===== src/hdl/cisum_pkg.sv =====
// Shared types, constants and the integer-to-double conversion for the
// compensated integer sum. No dependencies.
`default_nettype none
package cisum_pkg;

  localparam int unsigned QDEPTH = 4;
  localparam int unsigned QAW    = $clog2(QDEPTH);

  // Exponent bias plus the weight of bit 0 of each 32-bit half
  localparam logic [10:0] BIAS_LO = 11'd1023;
  localparam logic [10:0] BIAS_HI = 11'd1055;

  typedef struct packed {
    logic [63:0] lo;
    logic [63:0] hi;
    logic        has_hi;
    logic        last;
  } cisum_item_t;

  // Exact conversion of a sign and a 32-bit magnitude scaled by 2^(bias-1023)
  function automatic logic [63:0] int_to_dbl(input logic neg, input logic [31:0] m,
                                             input logic [10:0] bias);
    logic [4:0]  p;
    logic [31:0] sh;
    logic [10:0] ex;
    logic [63:0] r;
    p = 5'd0;
    for (int i = 0; i < 32; i++) begin
      if (m[i]) p = 5'(i);
    end
    sh = m << (5'd31 - p);
    ex = bias + {6'd0, p};
    if (m == 32'd0) r = {neg, 63'd0};
    else r = {neg, ex, sh[30:0], 21'd0};
    return r;
  endfunction

endpackage
`default_nettype wire


===== src/hdl/cisum_fifo.sv =====
// Short queue of split items between front end and back end.
// Depends on cisum_pkg.
`default_nettype none
module cisum_fifo (
  input  logic                  clk,
  input  logic                  rst_n,
  input  logic                  push_valid,
  output logic                  push_ready,
  input  cisum_pkg::cisum_item_t push_item,
  output logic                  pop_valid,
  input  logic                  pop,
  output cisum_pkg::cisum_item_t pop_item
);
  import cisum_pkg::*;

  cisum_item_t     q_r [QDEPTH];
  logic [QAW-1:0]  wr_r, wr_nxt, rd_r, rd_nxt;
  logic [QAW:0]    cnt_r, cnt_nxt;
  logic            do_push, do_pop;

  assign push_ready = (cnt_r != (QAW+1)'(QDEPTH));
  assign pop_valid  = (cnt_r != '0);
  assign pop_item   = q_r[rd_r];
  assign do_push    = push_valid && push_ready;
  assign do_pop     = pop && pop_valid;

  always_comb begin
    wr_nxt  = do_push ? wr_r + 1'b1 : wr_r;
    rd_nxt  = do_pop ? rd_r + 1'b1 : rd_r;
    cnt_nxt = cnt_r + {{QAW{1'b0}}, do_push} - {{QAW{1'b0}}, do_pop};
  end

  always_ff @(posedge clk) begin
    if (!rst_n) begin
      wr_r  <= '0;
      rd_r  <= '0;
      cnt_r <= '0;
    end else begin
      wr_r  <= wr_nxt;
      rd_r  <= rd_nxt;
      cnt_r <= cnt_nxt;
    end
    if (do_push) q_r[wr_r] <= push_item;
  end
endmodule
`default_nettype wire


===== config.mk =====
export PLATFORM = sky130hd
export DESIGN_NAME = cisum_fifo
export DESIGN_NICKNAME = d
export VERILOG_FILES = /design/src/hdl/cisum_pkg.sv /design/src/hdl/cisum_fifo.sv
export SDC_FILE = /design/constraint.sdc
export NUM_CORES = 1
export LEC_CHECK = 0
export BUFFER_PORTS_ARGS = -buffer_cell sky130_fd_sc_hd__clkbuf_2
export CAP_MARGIN = 40
export CELL_PAD_IN_SITES_DETAIL_PLACEMENT = 1
export CELL_PAD_IN_SITES_GLOBAL_PLACEMENT = 1
export CORE_AREA = 2 2 211 213
export CTS_BUF_LIST = sky130_fd_sc_hd__clkbuf_16
export DETAILED_ROUTE_END_ITERATION = 12
export DIE_AREA = 0 0 213 215
export PLACE_DENSITY_LB_ADDON = 0.1
export SETUP_SLACK_MARGIN = 0.5
export SKIP_CTS_REPAIR_TIMING = 1
export SLEW_MARGIN = 20
export SYNTH_ARGS = -nofsm -noshare
export SYNTH_HDL_FRONTEND = slang
export SYNTH_SLANG_ARGS = --single-unit

===== constraint.sdc =====
create_clock -name clk -period 4.5 [get_ports clk]
set_input_delay 0 -clock clk [delete_from_list [all_inputs] [get_ports clk]]
set_output_delay 0 -clock clk [all_outputs]
set_load 0.005 [all_outputs]

==> flow_summary.yaml <==
outcome:
  outcome: "complete, no violations"
floorplanning:
  pin_count: 266
  rows: 77
  die_area_sq_um: 45800
  fp.dieW_um: 213
  die_h_um: 215
  coreArea_sq_um: 43600
  initial_utilization_pct: 44.3
timing:
  setup_viol: 0
  relSlewSlack_pct: 50.7
  finalSetupTns_ns: 0
  setup_slack_ns: 1.80
  hold_viol_final: 0
  finalCriticalPeriod_ns: 2.70
  finalClockSkew_ns: 0.0111
  grt_setup_unrepaired: "no"
  whs_ns: 0.174
  timing.final.crit_share_pct: 60.0
  final_max_slew_viol_count: 0
  fmax_ghz: 0.370
  worst_pin_slew_ns: 0.739
worst_setup_path:
  cp-end-kind: "register"
  slowest_stage: "and2_4"
  slowest_delay_ns: 0.65
  crit_buf_inv: 1
  crit_arrival_ns: 2.92
  cp_top_family: "simple AND/OR/NAND/NOR gates"
  critical_path_class: "register to register"
  cp_data_required_time_ns: 4.72
  cp-start-kind: "register"
  path_cells: "nor2_1 > a21boi_1 > and2_4 > buf_4"
  crit_fanout: 39
drt:
  drt_iter0_drc: 540
  dr.pass1.iters: 4
  vias_per_cell: 5.02
  wire_per_inst_um: 22.3
  dr_total_vias: 9024
  final_antenna_net_count: 0
  wl_mm: 40.2
  post-route-drc-count: 0
placement:
  portBuffers: 265
  hpwl_mm: 24.0
  gp_congestion: 0.683
  placed_cell_area_sq_um: 21300
  post-place-ws_ns: 1.78
flow_run:
  cap_violations: 0
clock_tree:
  insertion_delay_ns: 0.58
  root_buffer: "clkbuf_16"
  cts_tree: "done"
  numCtsBuffers: 53
  ctsLongestPathBuffers: 3
  cts.reportedPaths.clkPinSlew_ns: 0.06
  clock_sinks: 529
  htree_num_levels: 2
logic_synthesis:
  syn_inst: 727
  yosysSeqAreaShare_pct: 81.7
  synth_area_sq_um: 19300
  post_synth.cell_area_avg_sq_um: 26.6
  ys_types: 22
  ys_ff_latch: 529
  synthesis.nets: 868
  ys_warn_count: 0
global_routing:
  track_usage_pct: 17.4
  overflow: 0
  grt_pass1_wl_mm: 58.6
  grt_pass1_vias: 9320
  grt_max_degree: 63
  antenna_found_initial: 2
power_and_ir_drop:
  ir_drop_v: 0.000349
  p_total_mw: 13.1
  p_per_area_nw_per_um2: 539
  leakage_nw: 8.31
layout:
  nets: 1308
  area_growth_pct: 26.1
  finalInstanceArea_sq_um: 24400
  drive_above_1_share_pct: 40.2
hold_path:
  hold_path_class: "input port to register"
-- cell usage after synthesis --
cell	number	area (sq um)
or3_1	1	6.26
a21boi_1	1	7.51
dfxtp_1	9	180
clkbuf_1	2	7.51
mux2i_1	2	20.0
fa_1	1	20.0
and2_1	7	43.8
xnor2_1	4	35.0
ha_1	6	75.1
o31a_1	1	8.76
nand2_1	5	18.8
buf_4	3	22.5
mux4_2	130	2930
nor2b_1	3	18.8
buf_6	1	11.3
inv_1	5	18.8
nor2_1	1	3.75
o311ai_0	1	8.76
buf_2	10	50.1
buf_1	3	11.3
edfxtp_1	520	15600
buf_12	11	220
-- flip-flops by register name, indices dropped and copies added (netlist names), named ones only --
name / cells
wr_r: 2
rd_r: 2
cnt_r: 3
q_r: 520
-- layer usage --
metal / wire length (um) / part of all wire, % / track usage, % / vias up
met3: 2190 / 5.5 / 5.54 / 49
li1: - / - / - / 4026
met4: 678 / 1.7 / 4.97 / 0
met1: 17300 / 43 / 23.1 / 4734
met2: 20000 / 50 / 27.7 / 215
met5: 0 / 0 / 0 / -
-- power by group --
group	switching (mW)	leakage, nW	internal, mW
Combinational	1.34	2.60	1.39
Sequential	0.175	4.84	5.97
Clock	1.75	0.865	2.53
Total	3.26	8.31	9.89
-- per-stage QoR --
step	cells	utilization [%]
after floorplan	727	-
after global placement	1569	48.8
after detailed placement	1570	48.9
after CTS	1663	52.8
after global routing	1798	55.9
final	1799	55.9
-- path summary, 6_finish.rpt --
check | start | end | slack (ns) | cells past startpoint
setup / recovery | cnt_r[1]$_SDFF_PN0_ | q_r[2][98]$_DFFE_PP_ | 1.80 | 4
hold / removal | push_item[103] | q_r[2][103]$_DFFE_PP_ | 0.17 | 2
setup reg to reg | cnt_r[1]$_SDFF_PN0_ | q_r[2][98]$_DFFE_PP_ | 1.80 | 4
hold reg to reg | wr_r[1]$_SDFFE_PN0P_ | wr_r[1]$_SDFFE_PN0P_ | 0.53 | 2
-- logic make-up after synthesis --
family          synth area share [%]
flops                           81.7
xor+xnor                       0.181
buf+inv                         1.77
simple gates                   0.473
fa+ha+maj                      0.492
mux                             15.2
compound gates                 0.129
-- layout make-up --
cell class              instances  area (sq um)
diodes                          2          5.00
clock buffers                  55          1380
clock inverters                38           312
fillers                      3813         19300
inverters                       5          18.8
multi-input cells             163          3200
flip-flops and latches        529         15800
well taps                     592           741
repair buffers                415          2920
-- placed cells by master, fill, tap and decap left out, drive strengths merged, types with 2 or more instances in the layout --
cell / count
ha: 6
nor2b: 3
dfxtp: 9
clkinv: 21
xnor2: 4
and2: 7
clkbuf: 320
dlygate4sd3: 134
inv: 16
nand2: 5
mux2i: 2
bufinv: 6
mux4: 130
diode: 2
buf: 16
edfxtp: 520
Note: power is estimated with default switching activity, not from simulation.
