[src/hdl/cisum_pkg.sv]
// Shared types, constants and the integer-to-double conversion for the
// compensated integer sum. No dependencies.
`default_nettype none
package cisum_pkg;

  localparam int unsigned QDEPTH = 4;
  localparam int unsigned QAW    = $clog2(QDEPTH);

  // Exponent bias plus the weight of bit 0 of each 32-bit half
  localparam logic [10:0] BIAS_LO = 11'd1023;
  localparam logic [10:0] BIAS_HI = 11'd1055;

  typedef struct packed {
    logic [63:0] lo;
    logic [63:0] hi;
    logic        has_hi;
    logic        last;
  } cisum_item_t;

  // Exact conversion of a sign and a 32-bit magnitude scaled by 2^(bias-1023)
  function automatic logic [63:0] int_to_dbl(input logic neg, input logic [31:0] m,
                                             input logic [10:0] bias);
    logic [4:0]  p;
    logic [31:0] sh;
    logic [10:0] ex;
    logic [63:0] r;
    p = 5'd0;
    for (int i = 0; i < 32; i++) begin
      if (m[i]) p = 5'(i);
    end
    sh = m << (5'd31 - p);
    ex = bias + {6'd0, p};
    if (m == 32'd0) r = {neg, 63'd0};
    else r = {neg, ex, sh[30:0], 21'd0};
    return r;
  endfunction

endpackage
`default_nettype wire

[src/hdl/cisum_front.sv]
// Front end: accept an integer, split it into low and high parts as doubles.
// Depends on cisum_pkg.
`default_nettype none
module cisum_front (
  input  logic                  clk,
  input  logic                  rst_n,
  input  logic                  in_valid,
  output logic                  in_ready,
  input  logic [63:0]           in_value,
  input  logic                  in_last,
  output logic                  push_valid,
  input  logic                  push_ready,
  output cisum_pkg::cisum_item_t push_item
);
  import cisum_pkg::*;

  logic        f_valid_r, f_valid_nxt;
  cisum_item_t f_item_r, f_item_nxt;
  logic        neg;
  logic [63:0] mag;

  always_comb begin
    neg = in_value[63];
    mag = neg ? (64'd0 - in_value) : in_value;
    f_item_nxt.lo     = int_to_dbl(neg, mag[31:0], BIAS_LO);
    f_item_nxt.hi     = int_to_dbl(neg, mag[63:32], BIAS_HI);
    f_item_nxt.has_hi = (mag[63:32] != 32'd0);
    f_item_nxt.last   = in_last;
  end

  assign in_ready   = !f_valid_r || push_ready;
  assign push_valid = f_valid_r;
  assign push_item  = f_item_r;

  always_comb begin
    f_valid_nxt = f_valid_r;
    if (in_ready) f_valid_nxt = in_valid;
  end

  always_ff @(posedge clk) begin
    if (!rst_n) begin
      f_valid_r <= 1'b0;
    end else begin
      f_valid_r <= f_valid_nxt;
    end
    if (in_valid && in_ready) f_item_r <= f_item_nxt;
  end
endmodule
`default_nettype wire

[config.mk]
export PLATFORM = sky130hd
export DESIGN_NAME = cisum_front
export DESIGN_NICKNAME = d
export VERILOG_FILES = /design/src/hdl/cisum_pkg.sv /design/src/hdl/cisum_front.sv
export SDC_FILE = /design/constraint.sdc
export NUM_CORES = 1
export LEC_CHECK = 0
export BUFFER_PORTS_ARGS = -buffer_cell sky130_fd_sc_hd__buf_4
export CAP_MARGIN = 20
export CORE_MARGIN = 1.5
export CORE_UTILIZATION = 53
export CTS_BUF_LIST = sky130_fd_sc_hd__clkbuf_8
export CTS_CLUSTER_DIAMETER = 150
export DETAILED_ROUTE_END_ITERATION = 12
export MAX_ROUTING_LAYER = met4
export PLACE_DENSITY = 0.8
export SKIP_CTS_REPAIR_TIMING = 1
export SYNTH_ARGS = -nofsm -noshare
export SYNTH_HDL_FRONTEND = slang
export SYNTH_SLANG_ARGS = --single-unit
[constraint.sdc]
create_clock -name clk -period 5.22 [get_ports clk]
set_clock_uncertainty 0.15 [all_clocks]
set_input_delay 1.044 -clock clk [delete_from_list [all_inputs] [get_ports clk]]
set_output_delay 1.044 -clock clk [all_outputs]
set_load 0.02 [all_outputs]
==> impl_results.md <==
- Routed vias/inst: 6.32
- Syn avg cell area: 8.31 sq um
- Area grow syn2layout: 43.6%
- Synth Area in XOR/XNOR: 0.0636
- WL/cell: 20.5 um
- Clock Latency Late Sink: around 360 ps
- Synth cell types: 97
- Post-Syn Area: around 10,000 sq um
- Die W: 141 um
- Hold path depth: 2
- Pin count of the biggest net entering global routing: 83
- Worst vdd ir: 124 uV
- Clk root buf: clkbuf_8
- TritonRoute pass-1 iters: 6
- Die area: 20,000 sq um
- Failing checks: negative setup slack
- Worst setup SP type: input port
- Largest family of logic cells by synthesized area: compound AO/OA/AOI/OAI gates
- HPWL after DPL: 30,400 um
- Grt ovf: 0
- Setup violations, final: 22
- R2r worst-path depth: 2
- Final Instance Count excl. Fillers: approximately 1.9k
- Post-synth ARST share: 0
- CTS tree: built
- RSZ-0062 raised after global routing: true
- Synth Register Bits: 83
- Via count: ~12k
- Htree depth: 3
- Starting Density: 0.542
- Most used DFF post-synth: edfxtp_1
- Clock Path Buffers: 2
- GRT Total Usage: 0.378
- Global-route wire length before repair: 58,600 um
- Yosys warning count: 0
- Core ar.: 18,800 sq um
- Pwr dens: 219 nW/um^2
- Slew @ Worst Pin: slightly above 1000 ps
- Status: finished with violations
- Antenna viol nets, final: 0
- Leakage dissipation: 6.14 nW
- Pre-CTS setup slack: -520 ps
- Sequential fraction of the synthesis area: 0.244
- Vias in the first global route: 10.8k
- Inst Count DP: roughly 1.9k
- Crit Path Max Fanout: 7
- CP endpoint kind: flip-flop
- GP Congestion: 0.983
- Clk sinks: 83
- Final worst slack: -192 ps
- N_diodes: 0
- Post-Syn Instances: roughly 1.2k
- Iter 0 DRT Violations: 1,253
- Final Max Slew Viols: 0
- Maxcap violations: 0
- Port bufs: 154
- Post-synth EDFFs: 82
- Worst Setup Path Type: in2reg
- Post-synth top area share: 0.242
- Simple-Gate Fraction of Synth Area: 0.227
- Adder-Cell Fraction of Synth Area: 0.00616
- Crit share post-route: 1.04
- Cell accounting for the most synthesized area: edfxtp_1
- Fin. Hold Viols: 0
- Worst EP required: 5190 ps
- WL final: 38,900 um
- Share of layout cells above drive strength 1: 0.410
- Worst rel slew slack: 0.311
- Initial antenna violation count: 0
- Total power: 0.00319 W
- Ranking of synthesized cells by area: edfxtp_1 (24%), mux2i_1 (10%), nor2_1 (4.5%)
- Num CTS Buffers: 9
- Site Rows: 50
- Post-synthesis compound-gate area fraction: 0.235
- Fmax: 185 MHz
- CP Data Arrival Time: between 5000 and 6000 ps
- # DRC: 0
- Ports: about 200
- Clock transition at the registers of the reported paths: 90 ps
- Final Critical Period: 5410 ps
- Die Span Y: between 100 and 150 um
- Hold WC Path Type: reg2reg
- Mux contribution to synthesized area: 0.135
- # nets final: ~1.7k
==> where the power goes <==
group / leakage (nW) / switching, W / internal [W]
Combinational: 5.24 / 0.000967 / 0.000792
Sequential: 0.785 / 0.0000289 / 0.000853
Clock: 0.117 / 0.000269 / 0.000279
Total: 6.14 / 0.00127 / 0.00192
==> final cells by class <==
| class | count | area, sq um |
|---|---|---|
| fill | 1338 | 4180 |
| sequential | 83 | 2480 |
| clock inverter | 7 | 106 |
| clock buffer | 9 | 124 |
| inverter | 25 | 96.3 |
| timing repair buffer | 507 | 3970 |
| tap | 234 | 293 |
| multi-input combinational | 1028 | 7520 |
==> cell usage after synthesis (22+ instances only) <==
cell,count
nor2_1,121
mux2i_1,104
nand2_1,102
edfxtp_1,82
o21ai_0,61
buf_4,53
xnor2_1,44
nor3_1,43
clkbuf_1,42
a21oi_1,37
nand3_1,32
xor2_1,28
mux2_2,23
buf_2,22
inv_1,22
==> critical path, stage by stage <==
cell      delay [ps]
buf_8            100
or4_4            570
or4_4            650
or3_4            450
o31ai_4          270
xor2_2           130
a21o_1           180
a2111o_1         430
o22ai_4          230
buf_12           160
buf_4            120
mux2i_2          240
buf_4            180
nor2_4            30
a21o_1           190
buf_4            150
o21ai_4          150
o22ai_2           90
==> path summary, 6_finish.rpt <==
| kind | start | to | slack, ps |
|---|---|---|---|
| setup / recovery | in_value[14] | push_item[46] | -190 |
| hold / removal | push_valid | push_valid | 420 |
| setup reg to reg | push_valid | push_item[30] | 3390 |
| hold reg to reg | push_valid | push_valid | 420 |
==> flip-flops by register name (all words and copies together) (netlist names) <==
name / count
push_item: 82
push_valid: 1
==> per-stage QoR <==
| step | TNS [ps] | util | area [sq um] | hold WS [ps] |
|---|---|---|---|---|
| global route | -5790 | 0.777 | 14600 | 466 |
| finish | -2050 | 0.777 | 14600 | 415 |
| detailed placement | -21460 | 0.733 | 13800 | 412 |
| CTS | -1040 | 0.745 | 14000 | 425 |
| floorplan | -764 | - | 10500 | 600 |
| global placement | -16350 | 0.733 | 13800 | 405 |
==> kinds of logic after synthesis <==
| group | after synthesis |
|---|---|
| XOR/XNOR | 73 |
| other | 1 |
| adder cells (fa/ha/maj) | 5 |
| multiplexers | 132 |
| AO/OA/AOI/OAI | 318 |
| AND/OR/NAND/NOR | 453 |
| buffers and inverters | 158 |
| flip-flops | 83 |
==> placed cells by master (no fill, tap or decap), types with 19 or more instances in the layout <==
cell and instances:
nor2_1 116, mux2i_1 78, xor2_1 27, a21oi_1 35, nor3_1 38, or3_1 19
mux2i_2 19, nand2_1 98, nand4_1 20, nand3_1 32, xnor2_1 43, o21ai_0 53
mux2_2 19, o211ai_1 21, edfxtp_1 82, buf_4 487, inv_1 21, conb_1 46
==> layer usage <==
| layer | global-route usage | wire (um) |
|---|---|---|
| met1 | 0.527 | 16800 |
| met2 | 0.592 | 17600 |
| met3 | 0.0395 | 3420 |
| met4 | 0.0906 | 1020 |
| met5 | - | 0 |
No activity file was read; power rests on OpenSTA's default activity.
